[src/rtl/core/rfm_pkg.sv]
// Package for the reciprocal frequency meter: field widths, register
// indexes, event codes and the status struct shared by the divider.
// No dependencies.
`timescale 1ns / 1ps

package rfm_pkg;

	localparam int STAMP_W  = 16;
	localparam int OVF_W    = 16;
	localparam int PERIOD_W = 32;
	localparam int SUM_W    = 39;
	localparam int GOOD_W   = 7;
	localparam int WAIT_W   = 17;
	localparam int NUMP_W   = 7;
	localparam int TMO_W    = 16;
	localparam int HZ_W     = 26;
	localparam int FREQ_W   = 42;
	localparam int FRAC_W   = 16;
	localparam int PROD_W   = GOOD_W + HZ_W;
	localparam int DVD_W    = PROD_W + FRAC_W;
	localparam int CNT_W    = $clog2(DVD_W + 1);
	localparam int CFG_W    = 26;
	localparam int CFG_IDX_W = 2;

	localparam logic [NUMP_W-1:0] MAX_PERIODS   = NUMP_W'(100);
	localparam logic [NUMP_W-1:0] RST_NUM_PER   = NUMP_W'(1);
	localparam logic [TMO_W-1:0]  RST_TIMEOUT   = TMO_W'(2000);
	localparam logic [HZ_W-1:0]   RST_CLOCK_HZ  = HZ_W'(16000000);

	// Configuration register indexes.
	localparam logic [CFG_IDX_W-1:0] REG_NUM_PERIODS = 2'd0;
	localparam logic [CFG_IDX_W-1:0] REG_TIMEOUT_MS  = 2'd1;
	localparam logic [CFG_IDX_W-1:0] REG_CLOCK_HZ    = 2'd2;

	typedef enum logic [1:0] {
		FN_EDGE  = 2'd0,
		FN_OVF   = 2'd1,
		FN_TICK  = 2'd2,
		FN_START = 2'd3
	} func_t;

	typedef struct packed {
		logic busy;
		logic done;
	} div_stat_t;

endpackage

[src/rtl/core/rfm_chan_if.sv]
// Handshake channels of the reciprocal frequency meter: the event input
// channel and the result output channel. Depends on rfm_pkg.
`timescale 1ns / 1ps

interface rfm_evt_if import rfm_pkg::*; ();
	logic                 valid;
	logic                 ready;
	func_t                func;
	logic [STAMP_W-1:0]   cap_stamp;

	modport source (output valid, func, cap_stamp, input ready);
	modport sink   (input valid, func, cap_stamp, output ready);
endinterface

interface rfm_res_if import rfm_pkg::*; ();
	logic                 valid;
	logic                 ready;
	logic [FREQ_W-1:0]    freq_q16;
	logic [GOOD_W-1:0]    good_periods;

	modport source (output valid, freq_q16, good_periods, input ready);
	modport sink   (input valid, freq_q16, good_periods, output ready);
endinterface

[src/rtl/core/reciprocal_frequency_meter.sv]
// Reciprocal frequency meter, top level. Depends on rfm_pkg, rfm_chan_if, rfm_div.
// Takes one event per cycle while the sequencer is in READY; a closing edge holds
// off further events while ACC folds in its period. An event that ends a measurement
// leads through MUL and LOAD to the divider (49 quotient bits); DIV waits for the
// quotient and a free output register. A zero reading skips the divider. Reset (arst_n,
// asynchronous, active low) clears all control state and loads the register defaults.
`timescale 1ns / 1ps

module reciprocal_frequency_meter import rfm_pkg::*; (
	input  logic                  clk,
	input  logic                  arst_n,
	rfm_evt_if.sink               evt,
	rfm_res_if.source             res,
	input  logic                  cfg_we,
	input  logic [CFG_IDX_W-1:0]  cfg_index,
	input  logic [CFG_W-1:0]      cfg_data
);

	// Control sequencer. READY takes events; ACC folds a finished period into
	// the running sum; MUL forms the good-period count times clock_hz; LOAD
	// starts the divider unless the reading is zero; DIV waits for the quotient
	// and for the output register to be free.
	typedef enum logic [4:0] {
		C_READY = 5'b00001,
		C_ACC   = 5'b00010,
		C_MUL   = 5'b00100,
		C_LOAD  = 5'b01000,
		C_DIV   = 5'b10000
	} ctl_t;

	// Measurement phase, as seen by the edge and tick events.
	typedef enum logic [2:0] {
		PH_IDLE   = 3'b001,
		PH_FIRST  = 3'b010,
		PH_SECOND = 3'b100
	} phase_t;

	ctl_t               ctl_q;
	phase_t             phase_q;

	// Configuration registers.
	logic [NUMP_W-1:0]  num_periods_q;
	logic [TMO_W-1:0]   timeout_ms_q;
	logic [HZ_W-1:0]    clock_hz_q;

	// Measurement state.
	logic [OVF_W-1:0]   ovf_cnt_q;
	logic [STAMP_W-1:0] first_stamp_q;
	logic [OVF_W-1:0]   first_ovf_q;
	logic [WAIT_W-1:0]  wait_q;
	logic [NUMP_W-1:0]  attempts_q;
	logic [GOOD_W-1:0]  good_q;
	logic [SUM_W-1:0]   sum_q;
	logic [PERIOD_W-1:0] period_s1;
	logic [PROD_W-1:0]  prod_q;
	logic               zero_q;

	// Output register.
	logic               res_valid_q;
	logic [FREQ_W-1:0]  freq_q;
	logic [GOOD_W-1:0]  good_out_q;

	// Divider hookup.
	logic               div_start;
	div_stat_t          div_stat;
	logic [DVD_W-1:0]   div_quot;

	logic               accept;
	logic [NUMP_W-1:0]  n_clamped;
	logic [WAIT_W-1:0]  wait_inc;
	logic               timed_out;
	logic [NUMP_W-1:0]  attempts_next;
	logic               last_attempt;
	logic [PERIOD_W-1:0] period_new;
	logic               slot_free;
	logic               result_ready;

	assign evt.ready = (ctl_q == C_READY);
	assign accept    = evt.valid && evt.ready;

	// Attempts per measurement: zero counts as one, large values are capped.
	always_comb begin
		n_clamped = num_periods_q;
		if (num_periods_q == '0) begin
			n_clamped = NUMP_W'(1);
		end else if (num_periods_q > MAX_PERIODS) begin
			n_clamped = MAX_PERIODS;
		end
	end

	// The elapsed-wait counter saturates instead of wrapping.
	assign wait_inc  = (wait_q == '1) ? wait_q : wait_q + WAIT_W'(1);
	assign timed_out = wait_inc > {1'b0, timeout_ms_q};

	// Ending an attempt always consumes one attempt; the last one emits.
	assign attempts_next = (attempts_q != '0) ? attempts_q - NUMP_W'(1) : attempts_q;
	assign last_attempt  = (attempts_next == '0);

	// Period in timer counts: whole overflows above the stamp difference,
	// all taken modulo 2^32. A negative stamp difference borrows from the
	// overflow part, exactly as two's complement arithmetic gives it.
	assign period_new = {ovf_cnt_q - first_ovf_q, {STAMP_W{1'b0}}}
		+ {{(PERIOD_W-STAMP_W){1'b0}}, evt.cap_stamp}
		- {{(PERIOD_W-STAMP_W){1'b0}}, first_stamp_q};

	assign slot_free    = !res_valid_q || res.ready;
	assign result_ready = zero_q || div_stat.done;
	assign div_start    = (ctl_q == C_LOAD) && !zero_q;

	// Configuration writes; indexes beyond the register list are ignored.
	always_ff @(posedge clk or negedge arst_n) begin
		if (!arst_n) begin
			num_periods_q <= RST_NUM_PER;
			timeout_ms_q  <= RST_TIMEOUT;
			clock_hz_q    <= RST_CLOCK_HZ;
		end else if (cfg_we) begin
			case (cfg_index)
				REG_NUM_PERIODS: num_periods_q <= cfg_data[NUMP_W-1:0];
				REG_TIMEOUT_MS:  timeout_ms_q  <= cfg_data[TMO_W-1:0];
				REG_CLOCK_HZ:    clock_hz_q    <= cfg_data[HZ_W-1:0];
				default: ;
			endcase
		end
	end

	// Event handling and the control sequencer.
	always_ff @(posedge clk or negedge arst_n) begin
		if (!arst_n) begin
			ctl_q         <= C_READY;
			phase_q       <= PH_IDLE;
			ovf_cnt_q     <= '0;
			first_stamp_q <= '0;
			first_ovf_q   <= '0;
			wait_q        <= '0;
			attempts_q    <= '0;
			good_q        <= '0;
			sum_q         <= '0;
		end else begin
			case (ctl_q)
				C_READY: begin
					if (accept) begin
						case (evt.func)
							FN_OVF: begin
								ovf_cnt_q <= ovf_cnt_q + OVF_W'(1);
							end
							FN_START: begin
								// A start also abandons any measurement in progress.
								attempts_q <= n_clamped;
								good_q     <= '0;
								sum_q      <= '0;
								wait_q     <= '0;
								phase_q    <= PH_FIRST;
							end
							FN_TICK: begin
								if (phase_q != PH_IDLE) begin
									if (timed_out) begin
										attempts_q <= attempts_next;
										wait_q     <= '0;
										phase_q    <= last_attempt ? PH_IDLE : PH_FIRST;
										if (last_attempt) begin
											ctl_q <= C_MUL;
										end
									end else begin
										wait_q <= wait_inc;
									end
								end
							end
							FN_EDGE: begin
								if (phase_q == PH_FIRST) begin
									first_stamp_q <= evt.cap_stamp;
									first_ovf_q   <= ovf_cnt_q;
									wait_q        <= '0;
									phase_q       <= PH_SECOND;
								end else if (phase_q == PH_SECOND) begin
									ctl_q <= C_ACC;
								end
							end
							default: ;
						endcase
					end
				end
				C_ACC: begin
					// A zero period is not counted as a good one.
					if (period_s1 != '0) begin
						sum_q  <= sum_q + {{(SUM_W-PERIOD_W){1'b0}}, period_s1};
						good_q <= good_q + GOOD_W'(1);
					end
					attempts_q <= attempts_next;
					wait_q     <= '0;
					phase_q    <= last_attempt ? PH_IDLE : PH_FIRST;
					ctl_q      <= last_attempt ? C_MUL : C_READY;
				end
				C_MUL: begin
					ctl_q <= C_LOAD;
				end
				C_LOAD: begin
					ctl_q <= C_DIV;
				end
				C_DIV: begin
					if (result_ready && slot_free) begin
						ctl_q <= C_READY;
					end
				end
				default: begin
					ctl_q <= C_READY;
				end
			endcase
		end
	end

	// Datapath registers that need no reset.
	always_ff @(posedge clk) begin
		if (accept && evt.func == FN_EDGE && phase_q == PH_SECOND) begin
			period_s1 <= period_new;
		end
		if (ctl_q == C_MUL) begin
			prod_q <= PROD_W'(good_q) * PROD_W'(clock_hz_q);
			zero_q <= (good_q == '0) || (sum_q == '0) || (clock_hz_q == '0);
		end
	end

	// Output register: holds a result until the sink takes it.
	always_ff @(posedge clk or negedge arst_n) begin
		if (!arst_n) begin
			res_valid_q <= 1'b0;
		end else if (ctl_q == C_DIV && result_ready && slot_free) begin
			res_valid_q <= 1'b1;
		end else if (res.ready) begin
			res_valid_q <= 1'b0;
		end
	end

	always_ff @(posedge clk) begin
		if (ctl_q == C_DIV && result_ready && slot_free) begin
			freq_q     <= zero_q ? '0 : div_quot[FREQ_W-1:0];
			good_out_q <= good_q;
		end
	end

	assign res.valid        = res_valid_q;
	assign res.freq_q16     = freq_q;
	assign res.good_periods = good_out_q;

	// The dividend is the product scaled by 2^16 for the Q.16 result.
	rfm_div u_div (
		.clk      (clk),
		.arst_n   (arst_n),
		.start    (div_start),
		.dividend ({prod_q, {FRAC_W{1'b0}}}),
		.divisor  (sum_q),
		.stat     (div_stat),
		.quotient (div_quot)
	);

endmodule

[src/rtl/core/rfm_div.sv]
// Restoring divider for the meter: one quotient bit per cycle.
// Depends on rfm_pkg.
`timescale 1ns / 1ps

module rfm_div import rfm_pkg::*; (
	input  logic               clk,
	input  logic               arst_n,
	input  logic               start,
	input  logic [DVD_W-1:0]   dividend,
	input  logic [SUM_W-1:0]   divisor,
	output div_stat_t          stat,
	output logic [DVD_W-1:0]   quotient
);

	logic [DVD_W-1:0] dvd_q;
	logic [SUM_W-1:0] rem_q;
	logic [SUM_W-1:0] dsr_q;
	logic [CNT_W-1:0] cnt_q;
	logic             busy_q;
	logic             done_q;

	logic             msb;
	logic [SUM_W+1:0] diff;
	logic             fits;
	logic [SUM_W-1:0] rem_next;

	// The partial remainder stays below the divisor, so after a successful
	// subtract it fits back into SUM_W bits.
	assign msb      = dvd_q[DVD_W-1];
	assign diff     = {1'b0, rem_q, msb} - {2'b00, dsr_q};
	assign fits     = !diff[SUM_W+1];
	assign rem_next = fits ? diff[SUM_W-1:0] : {rem_q[SUM_W-2:0], msb};

	always_ff @(posedge clk or negedge arst_n) begin
		if (!arst_n) begin
			busy_q <= 1'b0;
			done_q <= 1'b0;
			cnt_q  <= '0;
		end else if (start) begin
			busy_q <= 1'b1;
			done_q <= 1'b0;
			cnt_q  <= CNT_W'(DVD_W);
		end else if (busy_q) begin
			cnt_q <= cnt_q - CNT_W'(1);
			if (cnt_q == CNT_W'(1)) begin
				busy_q <= 1'b0;
				done_q <= 1'b1;
			end
		end
	end

	always_ff @(posedge clk) begin
		if (start) begin
			dvd_q <= dividend;
			dsr_q <= divisor;
			rem_q <= '0;
		end else if (busy_q) begin
			dvd_q <= {dvd_q[DVD_W-2:0], fits};
			rem_q <= rem_next;
		end
	end

	assign stat.busy = busy_q;
	assign stat.done = done_q;
	assign quotient  = dvd_q;

endmodule

[src/flat_wrapper.sv]
// flat-port wrapper written by rule: the top's interface ports become plain ports
module reciprocal_frequency_meter_flat import rfm_pkg::*;
  (clk, arst_n, cfg_we, cfg_index, cfg_data, evt_valid, evt_func, evt_cap_stamp, evt_ready, res_valid, res_freq_q16, res_good_periods, res_ready);
  rfm_evt_if evt_i ();
  rfm_res_if res_i ();
  input  logic clk;
  input  logic arst_n;
  input  logic cfg_we;
  input  logic [CFG_IDX_W-1:0] cfg_index;
  input  logic [CFG_W-1:0] cfg_data;
  input wire logic [$bits(evt_i.valid)-1:0] evt_valid;
  input wire logic [$bits(evt_i.func)-1:0] evt_func;
  input wire logic [$bits(evt_i.cap_stamp)-1:0] evt_cap_stamp;
  output wire logic [$bits(evt_i.ready)-1:0] evt_ready;
  output wire logic [$bits(res_i.valid)-1:0] res_valid;
  output wire logic [$bits(res_i.freq_q16)-1:0] res_freq_q16;
  output wire logic [$bits(res_i.good_periods)-1:0] res_good_periods;
  input wire logic [$bits(res_i.ready)-1:0] res_ready;
  assign evt_i.valid = evt_valid;
  assign evt_i.func = evt_func;
  assign evt_i.cap_stamp = evt_cap_stamp;
  assign evt_ready = evt_i.ready;
  assign res_valid = res_i.valid;
  assign res_freq_q16 = res_i.freq_q16;
  assign res_good_periods = res_i.good_periods;
  assign res_i.ready = res_ready;
  reciprocal_frequency_meter u_core (.clk(clk), .arst_n(arst_n), .evt(evt_i), .res(res_i), .cfg_we(cfg_we), .cfg_index(cfg_index), .cfg_data(cfg_data));
endmodule
[config.mk]
export PLATFORM = sky130hd
export DESIGN_NAME = reciprocal_frequency_meter_flat
export DESIGN_NICKNAME = d
export VERILOG_FILES = /design/src/rtl/core/rfm_pkg.sv /design/src/rtl/core/rfm_chan_if.sv /design/src/rtl/core/reciprocal_frequency_meter.sv /design/src/rtl/core/rfm_div.sv /design/src/flat_wrapper.sv
export SDC_FILE = /design/constraint.sdc
export NUM_CORES = 1
export LEC_CHECK = 0
export ABC_AREA = 1
export BUFFER_PORTS_ARGS = -buffer_cell sky130_fd_sc_hd__buf_2
export CORE_MARGIN = 3
export CORE_UTILIZATION = 56
export CTS_CLUSTER_DIAMETER = 150
export CTS_CLUSTER_SIZE = 14
export DETAILED_ROUTE_END_ITERATION = 7
export GPL_ROUTABILITY_DRIVEN = 0
export MAX_ROUTING_LAYER = met4
export PLACE_DENSITY_LB_ADDON = 0.2
export SLEW_MARGIN = 20
export SYNTH_ARGS = -nofsm -noshare
export SYNTH_HDL_FRONTEND = slang
export SYNTH_SLANG_ARGS = --single-unit
[constraint.sdc]
create_clock -name clk -period 13.9 [get_ports clk]
set_clock_uncertainty 0.2 [all_clocks]
set_input_delay 2.78 -clock clk [delete_from_list [all_inputs] [get_ports clk]]
set_output_delay 2.78 -clock clk [all_outputs]
set_load 0.01 [all_outputs]
==> metrics.yaml, run 1 <==
route:
  ant_nets: 0
  drt_iter0_drc: 1984
  wire_per_inst_um: 15.1
  route.detailed.drc: 0
  num_vias: 26100
  drt-total-wl_um: 75200
  vias_per_cell: 5.23
  drtPass1Iterations: 7
sta:
  final-hold-violation-count: 0
  rsz0062_at_grt: "no"
  drv_slew: 0
  relSlewSlack: 0.267
  fin_crit_ns: 5.41
  setup_violations: 0
  timing.final.crit_share: 0.390
  max_freq_mhz: 185
  worst_pin_slew_ns: 1.10
  fin_setup_tns_ns: 0
  timing.final.ws_setup_ns: 8.49
die:
  row_count: 85
  die_y_um: 242
  io_pins: 102
  initial_core_util: 0.573
  die-area_um2: 58700
  die_w_um: 242
  core_area_um2: 54600
layout:
  fillCellCount: 4960
  ff_latch_area_um2: 11300
  multi_input_area_um2: 16500
  postLayoutCellArea_um2: 33500
  drive_gt1_frac: 0.0579
  final_common_cell: "nand2_1"
  area_delta_synth_final_pct: 7.03
  final_cell_mix: "1204 x nand2_1, 789 x inv_1, 368 x nor2_1"
  nNetsFinal: 4575
cts:
  numCtsBuffers: 36
  clk_pin_slew_ns: 0.07
  clock_latency_ns: 0.58
  ctsHtreeMaxLevel: 2
  cts_tree: "yes"
  clockBufferDepth: 3
  ctsHoldBuffers: 0
  cts_setup_buffers: 0
  cts_resized: 0
  clock-sinks: 426
  ctsRootBufferMaster: "clkbuf_16"
setup_path:
  cp_common_cell: "nand2_1"
  worst_ep_required_time_ns: 14.02
  critPathBufInv: 3
  worst_setup_path_end_kind: "register"
  crit_arrival_ns: 5.53
  cp-start-kind: "register"
  path_class: "register to register"
  worstPathMaxFanout: 30
  crit_family: "adder cells"
  cpPeakStageDelay_ns: 1.07
  crit_path_top_delay_cell: "dfrtp_1"
  cp_cell_sequence: "nand2_1 > inv_1 > fa_1 > fa_1 > fa_1 > inv_1 > fa_1 > inv_1 > ha_1 > nand2_1 > nor4_1 > nand3_1 > nand2_1 > nand2_1 > nand3_1 > nand2_1"
min_path:
  min_path_type: "register to register"
global_routing:
  grt_antenna_before_repair: 2
  grt_first_pass_wirelength_um: 125000
  grt_overflow_total: 0
  grt_start_max_net_pins: 70
  grt_usage: 0.265
  grt_pass1_vias: 24900
yosys:
  yosysSeqAreaShare: 0.363
  synthCells: 4177
  synth_seq_cells: 426
  avgSynthCellArea_um2: 7.49
  syn-cell-area_um2: 31300
  yosys.cell_types.count: 54
  yosysWarnings: 0
  synth_nets: 4528
placed_design:
  place_hpwl_um: 57500
  placed_area_um2: 32400
  place_ws_ns: 8.53
  portBuffers: 101
power_and_ir_drop:
  irDropWorstVdd_v: 0.000121
  p_per_area_nw_per_um2: 127
  p_leak_uw: 0.0182
flow_run:
  maxCapViolations: 0
run_status:
  status: "finished, final reports clean"
==> report_power, final <==
part / internal [uW] / total [uW] / switching [uW]
clock: 503 / 977 / 473
combinational: 544 / 1590 / 1050
sequential: 1510 / 1680 / 170
total: 2560 / 4250 / 1690
==> cell usage after synthesis (all sizes together) <==
cell type / number / area [um^2]
edfxtp: 187 / 5620
nand2: 1213 / 4590
a211oi: 1 / 7.51
o221ai: 2 / 17.5
xnor2: 37 / 324
o2111ai: 1 / 8.76
a21oi: 193 / 1000
inv: 793 / 2980
nor3b: 1 / 7.51
a21o: 13 / 97.6
a31oi: 5 / 31.3
o31ai: 7 / 57.6
nor3: 39 / 195
mux2: 10 / 113
o211ai: 5 / 37.5
o21a: 5 / 37.5
dfrtp: 168 / 4200
o22ai: 3 / 18.8
nor2: 382 / 1490
nand3: 189 / 976
dfxtp: 55 / 1100
nand4: 79 / 509
dfstp: 16 / 420
nand3b: 9 / 67.6
nor4: 23 / 150
buf: 40 / 183
a22oi: 16 / 120
clkbuf: 69 / 259
fa: 123 / 2460
ha: 177 / 2210
o41ai: 1 / 8.76
and3: 3 / 18.8
a21boi: 2 / 15.0
o21ai: 189 / 946
or2: 18 / 113
xor2: 81 / 709
and2: 4 / 25.0
o21bai: 11 / 82.6
a22o: 7 / 61.3
==> area by class of cell <==
type,count,area share
diodes,2,0.000150
clock inverters,3,0.000785
multi-input cells,2849,0.494
inverters,793,0.0889
flip-flops and latches,426,0.339
well taps,739,0.0276
repair buffers,118,0.0192
clock buffers,63,0.0306
==> kinds of logic after synthesis <==
| family | after synthesis | synth area share |
|---|---|---|
| fa+ha+maj | 300 | 0.150 |
| mux | 10 | 0.00360 |
| simple gates | 1960 | 0.260 |
| buf+inv | 902 | 0.109 |
| xor+xnor | 118 | 0.0330 |
| flops | 426 | 0.363 |
| compound gates | 461 | 0.0815 |
==> sequential cells by signal, indices dropped and copies added (netlist names), 16 cells and up <==
signal	flops
u_core.prod_q	33
u_core.u_div.dsr_q	39
u_core.first_stamp_q	16
u_core.timeout_ms_q	16
u_core.wait_q	17
u_core.res.freq_q16	42
u_core.period_s1	32
u_core.ovf_cnt_q	16
u_core.u_div.rem_q	39
u_core.first_ovf_q	16
u_core.clock_hz_q	26
u_core.u_div.quotient	49
u_core.sum_q	39
==> per-layer routing <==
metal | global-route usage | vias up | routed length (um)
met5 | - | - | 0
met4 | 0.0633 | 0 | 1610
met3 | 0.0352 | 107 | 5130
met2 | 0.404 | 806 | 32800
met1 | 0.378 | 12000 | 35700
li1 | - | 13200 | -
==> worst paths after layout <==
check,startpoint,to,slack (ns),cells past startpoint
hold / removal,u_core.u_div.quotient[15],u_core.u_div.quotient[15],0.26,2
min in group asynchronous,arst_n,u_core.ovf_cnt_q[10],1.96,1
setup / recovery,u_core.good_q[6],u_core.prod_q[28],8.49,16
setup reg to reg,u_core.good_q[6],u_core.prod_q[28],8.49,16
hold reg to reg,u_core.u_div.quotient[15],u_core.u_div.quotient[15],0.26,2
max in group asynchronous,arst_n,u_core.good_q[4],10.10,2
==> tightest hold or removal path, delay by kind of cell (launching register included) <==
family                 cells  cell delay, ns
AO/OA/AOI/OAI              1            0.06
flip-flops                 1            0.32
buffers and inverters      1            0.05
==> through the flow <==
stage	cells	total power [uW]	hold slack, ns	util
floorplan	4177	2860	0.230	-
global placement	4925	3240	0.242	0.594
detailed placement	4925	3270	0.254	0.594
CTS	4991	4260	0.270	0.613
global route	4993	4580	0.288	0.614
finish	4993	4250	0.262	0.614
No activity file was read; power rests on OpenSTA's default activity.
==> run 2: changes to the inputs <==
clock period = 5.16 ns   (was 13.9 ns; I/O delays follow)
==> metrics.yaml, run 2 (synthesis results as in run 1) <==
setup_path:
  r2r_end: "u_core.prod_q[27]"
  cp-start-kind: "register"
  worst_setup_path_end_kind: "register"
  worst_ep_required_time_ns: 5.28  # -8.74 ns
  crit_arrival_ns: 5.01  # -0.52 ns
  r2r_setup_slack_ns: 0.27  # -8.22 ns
  path_class: "register to register"
  worstPathMaxFanout: 22  # -27%
  ff2ff_path_depth: 17  # +1
  r2r-start: "u_core.good_q[3]"
cts:
  clock-sinks: 426  # unchanged
  clock_latency_ns: 0.58  # about the same
  clockBufferDepth: 3  # unchanged
  numCtsBuffers: 36  # unchanged
  ctsHtreeMaxLevel: 2  # unchanged
  cts_tree: "yes"
  cts_resized: 0  # unchanged
  clk_pin_slew_ns: 0.07  # about the same
  ctsRootBufferMaster: "clkbuf_16"
  cts_setup_buffers: 0  # unchanged
  ctsHoldBuffers: 0  # unchanged
layout:
  final_cell_mix: "1204 x nand2_1, 789 x inv_1, 368 x nor2_1"
  fillCellCount: 5000  # +0.81%
  area_delta_synth_final_pct: 7.71
  largest_register_ffs: 49  # unchanged
  nNetsFinal: 4593  # +0.39%
  ff_latch_area_um2: 11300  # about the same
  n_antenna_cell: 0  # -2
  final_common_cell: "nand2_1"
  fin_cells: 5009  # +0.32%
  multi_input_area_um2: 16500  # about the same
  drive_gt1_frac: 0.0614  # +0.00350
die:
  initial_core_util: 0.573  # unchanged
  die_y_um: 242  # unchanged
  core_area_um2: 54600  # unchanged
  io_pins: 102  # unchanged
  row_count: 85  # unchanged
  die_w_um: 242  # unchanged
  die-area_um2: 58700  # unchanged
run_status:
  status: "finished, final reports clean"
global_routing:
  grt_antenna_before_repair: 0  # -2
  grt_pass1_vias: 24500  # -1.7%
  grt_first_pass_wirelength_um: 123000  # -1.8%
  grt_start_max_net_pins: 105  # +50%
  grt_usage: 0.262  # -0.00352
  grt_overflow_total: 0  # unchanged
placed_design:
  portBuffers: 101  # unchanged
  place_hpwl_um: 57700  # +0.38%
  dp.cells: 4943  # +0.37%
flow_run:
  maxCapViolations: 0  # unchanged
sta:
  fin_crit_ns: 4.89  # -0.524 ns
  timing.final.crit_share: 0.948  # +0.558
  max_freq_mhz: 204  # +11%
  rsz0062_at_grt: "no"
  drv_slew: 0  # unchanged
  final-hold-violation-count: 0  # unchanged
  relSlewSlack: 0.252  # -0.0148
  worst_pin_slew_ns: 1.12  # +0.0222 ns
  fin_setup_tns_ns: 0  # unchanged
  setup_violations: 0  # unchanged
min_path:
  min_to: "u_core.u_div.quotient[15]"
  min_path_type: "register to register"
  hold_depth: 2  # unchanged
  worstHoldStart: "u_core.u_div.quotient[15]"
power_and_ir_drop:
  p_leak_uw: 0.0183  # +0.60%
  p_per_area_nw_per_um2: 340  # +170%
  irDropWorstVdd_v: 0.000293  # +140%
route:
  wire_per_inst_um: 14.9  # -0.87%
  num_vias: 26200  # +0.28%
  drt-total-wl_um: 74800  # -0.55%
  drtPass1Iterations: 6  # -1
  ant_nets: 0  # unchanged
  vias_per_cell: 5.23  # about the same
  route.detailed.drc: 0  # unchanged
  drt_iter0_drc: 2045  # +3.1%
[run 2: changes by cell type in the layout (fill, tap and decap cells not counted)]
cell     delta
nor3_2      -1
nor4_2      +1
diode_2     -2
buf_4      +12
buf_12      +6
dfrtp_1     +3
dfrtp_2     -3
nor4_1      -1
nor3_4      +1
[run 2: worst max path at each step]
stage	from	to	slack, ns	depth (start not counted)
finish	u_core.good_q[3]	u_core.prod_q[27]	0.27	17
CTS	u_core.good_q[3]	u_core.prod_q[27]	0.30	17
detailed placement	u_core.good_q[3]	u_core.prod_q[27]	0.31	17
global placement	u_core.good_q[3]	u_core.prod_q[32]	0.40	17
floorplan	u_core.good_q[6]	u_core.prod_q[29]	0.29	17
global route	u_core.good_q[3]	u_core.prod_q[27]	0.05	18
[run 2: power breakdown]
group / total, uW / switching, uW / internal [uW] / leakage, uW
clock network: 2640 / 1280 / 1360 / 0.000500
logic: 4320 / 2840 / 1480 / 0.0134
registers: 4490 / 421 / 4070 / 0.00444
total: 11400 / 4540 / 6910 / 0.0183
[run 2: area by class of cell]
class,instances,area share
Tap cell,739,0.0274
Clock inverter,3,0.000780
Sequential cell,426,0.337
Clock buffer,63,0.0304
Timing Repair Buffer,136,0.0253
Multi-Input combinational cell,2849,0.491
Inverter,793,0.0884
[run 2: worst max-delay path, cell delays in order (launching register included)]
cell      delay, ns
dfrtp_1        0.38
buf_4          0.22
nand2_1        0.10
inv_1          0.06
fa_1           0.55
fa_1           0.44
fa_1           0.55
inv_1          0.06
fa_1           0.54
inv_1          0.04
ha_1           0.35
a21oi_1        0.22
nor2_1         0.06
nor2_1         0.08
a21boi_0       0.32
nand3_1        0.19
a21oi_1        0.20
xnor2_1        0.08
[run 2: metrics by stage]
| stage | hold slack, ns | total power, uW | worst slack [ns] | utilization | area, um^2 |
|---|---|---|---|---|---|
| floorplan | 0.230 | 7720 | 0.288 | - | 31300 |
| global placement | 0.243 | 8740 | 0.400 | 0.598 | 32600 |
| detailed placement | 0.249 | 8820 | 0.310 | 0.598 | 32600 |
| CTS | 0.265 | 11500 | 0.300 | 0.617 | 33700 |
| global route | 0.292 | 12300 | 0.0468 | 0.617 | 33700 |
| finish | 0.260 | 11400 | 0.269 | 0.617 | 33700 |
[run 2: layer usage]
layer	wire, um	up-vias	GRT usage
met1	35400	12000	0.374
met3	5360	142	0.0411
met4	2270	0	0.0806
li1	-	13300	-
met5	0	-	-
met2	31800	828	0.385
